[src/sv/scfc_pkg.sv]
`timescale 1ns / 1ps
// Shared types and constants for the sparse constraint feasibility check.
// No dependencies; used by the interfaces and all scfc modules.
package scfc_pkg;

    localparam int CMD_W   = 2;
    localparam int IDX_W   = 10;
    localparam int VAL_W   = 32;
    localparam int TOL_W   = 16;
    localparam int SUM_OUT_W = 48;
    localparam int BND_W   = VAL_W + 2;   // rhs +/- tolerance
    localparam int PROD_W  = 2 * VAL_W;
    localparam int FRAC_W  = 16;

    // Commands
    localparam logic [CMD_W-1:0] CMD_WRITE = 2'd0;
    localparam logic [CMD_W-1:0] CMD_TERM  = 2'd1;
    localparam logic [CMD_W-1:0] CMD_START = 2'd2;
    localparam logic [CMD_W-1:0] CMD_NOP   = 2'd3;

    // Row senses
    localparam logic [1:0] SENSE_EQ   = 2'd0;
    localparam logic [1:0] SENSE_LE   = 2'd1;
    localparam logic [1:0] SENSE_GE   = 2'd2;
    localparam logic [1:0] SENSE_FREE = 2'd3;

    // Register map
    localparam int          APB_AW        = 3;
    localparam int          APB_DW        = 32;
    localparam logic        REG_TOLERANCE = 1'b0;
    localparam logic [TOL_W-1:0] TOL_RESET = 16'd66;

    localparam logic signed [SUM_OUT_W-1:0] ROW_SUM_MAX = {1'b0, {(SUM_OUT_W-1){1'b1}}};
    localparam logic signed [SUM_OUT_W-1:0] ROW_SUM_MIN = {1'b1, {(SUM_OUT_W-1){1'b0}}};

    // Stage 1: accepted request plus operands
    typedef struct packed {
        logic                    term;
        logic                    clr;
        logic                    last_term;
        logic                    last_row;
        logic [1:0]              sense;
        logic                    in_range;
        logic signed [VAL_W-1:0] coef;
        logic signed [VAL_W-1:0] rhs;
    } t_s1;

    // Control passed from the accumulator to the evaluator
    typedef struct packed {
        logic       res;
        logic       clr;
        logic       last_row;
        logic [1:0] sense;
    } t_ctl;

    typedef struct packed {
        logic signed [SUM_OUT_W-1:0] row_sum;
        logic                        row_violated;
        logic                        solution_admissible;
        logic                        check_done;
    } t_res;

endpackage

[src/sv/scfc_if.sv]


interface scfc_res_if;
    logic                                  valid;
    logic                                  ready;
    logic signed [scfc_pkg::SUM_OUT_W-1:0] row_sum;
    logic                                  row_violated;
    logic                                  solution_admissible;
    logic                                  check_done;

    modport source (output valid, row_sum, row_violated, solution_admissible,
                    check_done, input ready);
    modport sink   (input valid, row_sum, row_violated, solution_admissible,
                    check_done, output ready);
endinterface

[src/sv/scfc_eval.sv]
`timescale 1ns / 1ps
// Row evaluation, sticky violation flag, result register and skid stage.
// Depends on scfc_pkg and scfc_if.
module scfc_eval #(
    parameter int ACC_WIDTH = 48
) (
    input  logic                               i_clk,
    input  logic                               i_rst_n,
    input  scfc_pkg::t_ctl                     i_ctl,
    input  logic signed [ACC_WIDTH-1:0]        i_sum,
    input  logic signed [scfc_pkg::BND_W-1:0]  i_bhi,
    input  logic signed [scfc_pkg::BND_W-1:0]  i_blo,
    output logic                               o_advance,
    scfc_res_if.source                         o_res
);

    localparam int SUM_W = ((ACC_WIDTH > scfc_pkg::SUM_OUT_W) ?
                            ACC_WIDTH : scfc_pkg::SUM_OUT_W) + 1;

    logic               r_viol_seen;
    logic               r_out_valid;
    logic               r_skid_valid;
    scfc_pkg::t_res     r_out;
    scfc_pkg::t_res     r_skid;

    logic signed [SUM_W-1:0]              s_ext;
    logic signed [scfc_pkg::SUM_OUT_W-1:0] s_trunc;
    logic               above;
    logic               below;
    logic               viol;
    scfc_pkg::t_res     res;

    assign s_ext   = SUM_W'(i_sum);
    assign s_trunc = s_ext[scfc_pkg::SUM_OUT_W-1:0];
    assign above   = s_ext > SUM_W'(i_bhi);
    assign below   = s_ext < SUM_W'(i_blo);

    always_comb begin
        case (i_ctl.sense)
            scfc_pkg::SENSE_EQ: viol = above || below;
            scfc_pkg::SENSE_LE: viol = above;
            scfc_pkg::SENSE_GE: viol = below;
            default:            viol = 1'b0;
        endcase
    end

    always_comb begin
        res.row_sum = s_trunc;
        if (SUM_W'(s_trunc) != s_ext) begin
            res.row_sum = s_ext[SUM_W-1] ? scfc_pkg::ROW_SUM_MIN : scfc_pkg::ROW_SUM_MAX;
        end
        res.row_violated        = viol;
        res.solution_admissible = !(r_viol_seen || viol);
        res.check_done          = i_ctl.last_row;
    end

    // pipeline moves whenever the skid stage is empty
    assign o_advance = !r_skid_valid;

    always_ff @(posedge i_clk) begin
        if (!i_rst_n) begin
            r_viol_seen  <= 1'b0;
            r_out_valid  <= 1'b0;
            r_skid_valid <= 1'b0;
        end else begin
            if (o_advance) begin
                if (i_ctl.clr) begin
                    r_viol_seen <= 1'b0;
                end else if (i_ctl.res && viol) begin
                    r_viol_seen <= 1'b1;
                end
            end
            if (r_out_valid && o_res.ready) begin
                // output drains; refill from skid or from a new row result
                r_out_valid  <= r_skid_valid || (o_advance && i_ctl.res);
                r_skid_valid <= 1'b0;
            end else if (o_advance && i_ctl.res) begin
                if (r_out_valid) begin
                    r_skid_valid <= 1'b1;
                end else begin
                    r_out_valid <= 1'b1;
                end
            end
        end
    end

    always_ff @(posedge i_clk) begin
        if (r_out_valid && o_res.ready && r_skid_valid) begin
            r_out <= r_skid;
        end
        if (o_advance && i_ctl.res) begin
            if (!r_out_valid || o_res.ready) begin
                r_out <= res;
            end else begin
                r_skid <= res;
            end
        end
    end

    assign o_res.valid               = r_out_valid;
    assign o_res.row_sum             = r_out.row_sum;
    assign o_res.row_violated        = r_out.row_violated;
    assign o_res.solution_admissible = r_out.solution_admissible;
    assign o_res.check_done          = r_out.check_done;

endmodule

[src/flat_wrapper.sv]
// flat-port wrapper written by rule: the top's interface ports become plain ports
module scfc_eval_flat 
#(
    parameter int ACC_WIDTH = 48
)
  (i_clk, i_rst_n, i_ctl, i_sum, i_bhi, i_blo, o_advance, o_res_valid, o_res_row_sum, o_res_row_violated, o_res_solution_admissible, o_res_check_done, o_res_ready);
  scfc_res_if o_res_i ();
  input  logic i_clk;
  input  logic i_rst_n;
  input  scfc_pkg::t_ctl i_ctl;
  input  logic signed [ACC_WIDTH-1:0] i_sum;
  input  logic signed [scfc_pkg::BND_W-1:0] i_bhi;
  input  logic signed [scfc_pkg::BND_W-1:0] i_blo;
  output logic o_advance;
  output wire logic [$bits(o_res_i.valid)-1:0] o_res_valid;
  output wire logic [$bits(o_res_i.row_sum)-1:0] o_res_row_sum;
  output wire logic [$bits(o_res_i.row_violated)-1:0] o_res_row_violated;
  output wire logic [$bits(o_res_i.solution_admissible)-1:0] o_res_solution_admissible;
  output wire logic [$bits(o_res_i.check_done)-1:0] o_res_check_done;
  input wire logic [$bits(o_res_i.ready)-1:0] o_res_ready;
  assign o_res_valid = o_res_i.valid;
  assign o_res_row_sum = o_res_i.row_sum;
  assign o_res_row_violated = o_res_i.row_violated;
  assign o_res_solution_admissible = o_res_i.solution_admissible;
  assign o_res_check_done = o_res_i.check_done;
  assign o_res_i.ready = o_res_ready;
  scfc_eval #(.ACC_WIDTH(ACC_WIDTH)) u_core (.i_clk(i_clk), .i_rst_n(i_rst_n), .i_ctl(i_ctl), .i_sum(i_sum), .i_bhi(i_bhi), .i_blo(i_blo), .o_advance(o_advance), .o_res(o_res_i));
endmodule
[config.mk]
export PLATFORM = sky130hd
export DESIGN_NAME = scfc_eval_flat
export DESIGN_NICKNAME = d
export VERILOG_FILES = /design/src/sv/scfc_pkg.sv /design/src/sv/scfc_if.sv /design/src/sv/scfc_eval.sv /design/src/flat_wrapper.sv
export SDC_FILE = /design/constraint.sdc
export NUM_CORES = 1
export LEC_CHECK = 0
export BUFFER_PORTS_ARGS = -buffer_cell sky130_fd_sc_hd__buf_2
export CORE_MARGIN = 2
export CORE_UTILIZATION = 45
export DETAILED_ROUTE_END_ITERATION = 10
export GPL_TIMING_DRIVEN = 0
export PLACE_DENSITY = 0.81
export SETUP_SLACK_MARGIN = 0.15
export SLEW_MARGIN = 30
export SYNTH_ARGS = -nofsm -noshare
export SYNTH_HDL_FRONTEND = slang
export SYNTH_SLANG_ARGS = --single-unit
[constraint.sdc]
create_clock -name i_clk -period 7.73 [get_ports i_clk]
set_input_delay 1.546 -clock i_clk [delete_from_list [all_inputs] [get_ports i_clk]]
set_output_delay 1.546 -clock i_clk [all_outputs]
set_load 0.005 [all_outputs]
# Yosys cells after proc, flatten, opt, wreduce, memory -nomap -nowiden
# Index checks and enable logic that the tools add are counted.
# W data, S select, Z words.
[word_totals]
regBits = 105
inputBits = 124
output_inout_bits = 53
word_cells = 44
[op_classes]
magnitude_cmp = 2
eq_ne = 2
n_mux = 8
n_bitwise = 3
n_reduce_logical = 18
[ops]
columns = ["cell", "count"]
rows = [
  ["$mux W51", 3],
  ["$gt A48 B34 Y1", 1],
  ["$lt A48 B34 Y1", 1],
  ["$reduce_and A2 Y1", 3],
  ["$logic_and A1 B1 Y1", 4],
  ["$logic_or A1 B1 Y1", 4],
  ["$mux W1", 4],
  ["$reduce_bool A2 Y1", 2],
  ["$logic_not A1 Y1", 3],
  ["$not A1 Y1", 3],
  ["$pmux W1 S3", 1],
  ["$eq A2 B1 Y1 const B", 1],
  ["$eq A2 B2 Y1 const B", 1],
  ["$logic_not A2 Y1", 1],
  ["$reduce_or A2 Y1", 1],
]

# Depth between registers and ports, before layout
[depth]
word_depth = 7
ltp_mapped = 11

# Least setup slack after synthesis
# Ideal clock, no wire load.
[synth_timing]
path_type = "in2reg"
startpoint = "input i_ctl[4] in the netlist's numbering"
endpoint = "register u_core.r_skid[0] in the netlist's numbering, enable pin"
setup_time_ns = 0.534
arrival_ns = 5.385
required_ns = 7.196
setup_slack_ns = 1.810
path_stages = 2
n_path_buf = 0
path_cell_list = "nand2_1 nor3b_1"
[synth_between]
elab_chain_len = 2
[synth_rtl]
columns = ["item", "line", "text"]
rows = [
  ["from (decl)", "flat_wrapper.sv:10", "input scfc_pkg::t_ctl i_ctl;"],
  ["$logic_and A1 B1 Y1", "scfc_eval.sv:91", "if (o_advance && i_ctl.res) begin"],
  ["$reduce_and A2 Y1 (no line)", "-", ""],
  ["to (signal assigned)", "scfc_eval.sv:95", "r_skid <= res;"],
  ["to (decl)", "scfc_eval.sv:24", "scfc_pkg::t_res r_skid;"],
]
# No other way between the ends.
# A chain may end at the register's enable or synchronous reset.

==> parameters.txt <==
Parameter                              Value

Routing
  First DRT Iteration DRCs    153
  Avg WL per Cell    14.5 µm
  Detailed-route wire length on metal 1    6220 µm
  Via/cell ratio    5.11
  Number of iterations in the first detailed-routing pass    5
  Detailed-routed wire length on met3    752 µm
  Via count    4997
  Total length of routed wires    14200 µm
  Antenna-violating nets left    0
  Remaining design rule violation count    0
  Top routing layer in use    met4
  Detailed route wirelength on metal2    6880 µm

Global routing
  Number of antenna violations at the first check in global routing    1
  Global route total overflow    0
  Total global-route track usage    19.8%
  Vias in the first global route    4768
  Wire length of the first global-routing pass    22600 µm
  Maximum number of pins on one net before global-route repair    18

CTS
  Clock transition at path regs    0.07 ns
  Sink count of the clock tree    105
  Buffer cell driving the clock tree root    sky130_fd_sc_hd__clkbuf_16
  Clk buf depth    2
  Clock Latency Late Sink    0.35 ns
  TritonCTS clock tree    yes
  Total clock buffers created by CTS    9
  Post-CTS sizing    0
  Deepest level of the CTS H-tree    3
  Post-CTS Hold Fix Bufs    0
  Setup bufs post-CTS    0

Floorplan
  I/O Pins    177
  Chip width    120 µm
  Die area    14300 µm²
  Core area    13100 µm²
  Initial standard-cell utilization of the core    45.8%
  Standard-cell rows    42
  Height of the die    120 µm

Critical path
  Critical path peak fanout    5
  Kind of capture point of the worst setup path    flop
  Arrival @ worst endpoint    4.09 ns
  Critical path start-end classification    in -> reg
  Kind of launch point of the worst setup path    primary input
  Critical path data required time    7.98 ns

Cells and area
  Final nets    1015
  Fill cells    1193
  Reg area    2610 µm²
  Final core utilization    57.0%
  Multi-input combinational cell area    3080 µm²
  Area overhead of the layout relative to synthesis    24.6%
  Share of layout cells above drive strength 1    25.5%
  Final std cells w/o fill    978
  Design area    7490 µm²

Timing
  Number of pins exceeding their max-slew limit in the final report    0
  Slew at the pin closest to its max-slew limit    0.789 ns
  Headroom to the max-slew limit    47.4%
  RSZ-0062 raised after global routing    false
  Number of failing setup endpoints in the final timing report    0
  Total negative slack for setup checks    0 ns
  Final critical-path setup slack    3.88 ns
  Portion of the clock cycle consumed by the worst path in the final layout    49.8%
  Setup skew after layout    0.00553 ns
  Clock period minus final worst setup slack    3.85 ns
  Maximum clock frequency    260 MHz
  Final Hold Viols    0

Place
  Number of buffers inserted by port buffering    176
  Cells after DPL    961
  Gp weighted congestion    0.822
  DP Worst Slack    3.56 ns
  Cell area reported after detailed placement    7170 µm²
  Placed wire-length estimate after detailed placement    11300 µm

Yosys
  Synthesized area per cell    9.99 µm²
  Ys Warns    0
  Post-synthesis instance total    602
  Post-Syn Area    6010 µm²
  Synth Register Bits    105
  Synth cell types    36
  Synthesized netlist net count    821
  Share of synthesized area occupied by flip-flops and latches    43.4%

Status
  Run status    finished clean

Power and ir drop
  Cell Pwr Density    189 nW/µm²
  Peak supply drop    164 µV
  Leakage    3.97 nW

Hold path
  Path class of the lowest-slack min-delay path    reg -> reg

Run
  Maxcap violations    0
-- power by group --
group          total, mW  switching [mW]  internal (mW)
Sequential         0.658          0.0241          0.634
Combinational      0.285           0.152          0.133
Clock              0.471           0.203          0.268
-- per-layer routing --
metal	vias to the layer above	track usage, %
li1	2545	-
met1	2298	24.6
met2	132	33.7
met3	22	4.66
met4	0	7.06
met5	-	0
-- kinds of logic after synthesis --
group | share of synthesized area, %
xor+xnor | 0.291
simple gates | 9.67
mux | 8.49
fa+ha+maj | 19.8
buf+inv | 5.43
compound gates | 12.9
flops | 43.4
-- registers in the layout, indices dropped and copies added, names as in the netlist --
register                          count
u_core.r_skid_valid                   1
u_core.o_res.valid                    1
u_core.o_res.check_done               1
u_core.o_res.row_sum                 48
u_core.r_viol_seen                    1
u_core.o_res.row_violated             1
u_core.o_res.solution_admissible      1
u_core.r_skid                        51
-- critical path, cell delays in order --
cell and delay [ns]:
sky130_fd_sc_hd__buf_2 0.13, sky130_fd_sc_hd__ha_1 0.31, sky130_fd_sc_hd__nand4_1 0.17, sky130_fd_sc_hd__or3_1 0.41, sky130_fd_sc_hd__nor3_1 0.25, sky130_fd_sc_hd__nor4_1 0.17, sky130_fd_sc_hd__o31a_1 0.36, sky130_fd_sc_hd__o21ai_2 0.17
sky130_fd_sc_hd__xnor2_1 0.15, sky130_fd_sc_hd__o22ai_2 0.15, sky130_fd_sc_hd__o2111a_1 0.25
-- final cells by class --
cell class,instances,share of cell area [%]
antenna,1,0.0334
clock inverter,4,0.367
buffer,17,0.852
clock buffer,12,3.86
timing repair buffer,183,12.5
multi-input combinational,410,41.1
inverter,70,3.51
sequential,105,34.9
tap,176,2.94
-- per-stage QoR --
step	hold slack (ns)	power, mW
floorplan	0.491	0.821
global placement	0.500	0.946
detailed placement	0.507	0.957
CTS	0.523	1.43
global route	0.537	1.49
finish	0.518	1.41
-- Yosys cell counts (all sizes together) --
master / number / area, µm²
a2111oi: 1 / 8.76
a211oi: 4 / 30.0
a21boi: 1 / 7.51
a21o: 14 / 106
a21oi: 39 / 195
a221oi: 4 / 35.0
a31o: 1 / 8.76
and4: 5 / 43.8
buf: 5 / 18.8
clkbuf: 12 / 45.0
dfxtp: 54 / 1080
edfxtp: 51 / 1530
ha: 95 / 1190
inv: 70 / 263
mux2i: 51 / 510
nand2: 74 / 278
nand2b: 3 / 18.8
nand3: 11 / 55.1
nand4: 17 / 106
nor2: 13 / 48.8
nor3: 1 / 5.00
nor3b: 1 / 7.51
nor4: 2 / 12.5
o2111a: 1 / 11.3
o211ai: 2 / 15.0
o21a: 1 / 7.51
o21ai: 61 / 309
o21bai: 1 / 7.51
o22ai: 2 / 18.8
o31a: 1 / 8.76
o31ai: 1 / 7.51
or3: 1 / 6.26
xnor2: 2 / 17.5
-- final timing paths --
check | startpoint | end | slack [ns] | cells after the start
hold / removal | u_core.r_skid[48] | u_core.o_res.row_sum[45] | 0.52 | 2
hold reg to reg | u_core.r_skid[48] | u_core.o_res.row_sum[45] | 0.52 | 2
setup reg to reg | u_core.r_skid_valid | u_core.o_res.row_sum[40] | 5.72 | 7
setup / recovery | i_sum[15] | u_core.r_viol_seen | 3.88 | 11
-- cell usage in the layout, fill, tap and decap left out, types with 2 or more instances in the layout --
| cell | synthesis | final |
|---|---|---|
| sky130_fd_sc_hd__nand3_1 | 11 | 11 |
| sky130_fd_sc_hd__nand2_1 | 74 | 74 |
| sky130_fd_sc_hd__inv_6 | 0 | 2 |
| sky130_fd_sc_hd__and4_1 | 5 | 5 |
| sky130_fd_sc_hd__buf_1 | 5 | 5 |
| sky130_fd_sc_hd__nand2b_1 | 3 | 3 |
| sky130_fd_sc_hd__xnor2_1 | 2 | 2 |
| sky130_fd_sc_hd__o21ai_0 | 60 | 60 |
| sky130_fd_sc_hd__inv_1 | 70 | 70 |
| sky130_fd_sc_hd__o211ai_1 | 2 | 2 |
| sky130_fd_sc_hd__edfxtp_1 | 51 | 51 |
| sky130_fd_sc_hd__nand4_1 | 17 | 17 |
| sky130_fd_sc_hd__nor2_1 | 13 | 13 |
| sky130_fd_sc_hd__buf_2 | 0 | 176 |
| sky130_fd_sc_hd__a211oi_1 | 4 | 4 |
| sky130_fd_sc_hd__buf_4 | 0 | 7 |
| sky130_fd_sc_hd__ha_1 | 95 | 95 |
| sky130_fd_sc_hd__nor4_1 | 2 | 2 |
| sky130_fd_sc_hd__dfxtp_1 | 54 | 54 |
| sky130_fd_sc_hd__a21oi_1 | 39 | 39 |
| sky130_fd_sc_hd__clkbuf_16 | 0 | 11 |
| sky130_fd_sc_hd__clkbuf_1 | 12 | 12 |
| sky130_fd_sc_hd__a21o_1 | 13 | 13 |
| sky130_fd_sc_hd__mux2i_1 | 51 | 51 |
| sky130_fd_sc_hd__a221oi_1 | 4 | 4 |
| sky130_fd_sc_hd__clkinv_2 | 0 | 2 |
No activity file was read; power rests on OpenSTA's default activity.
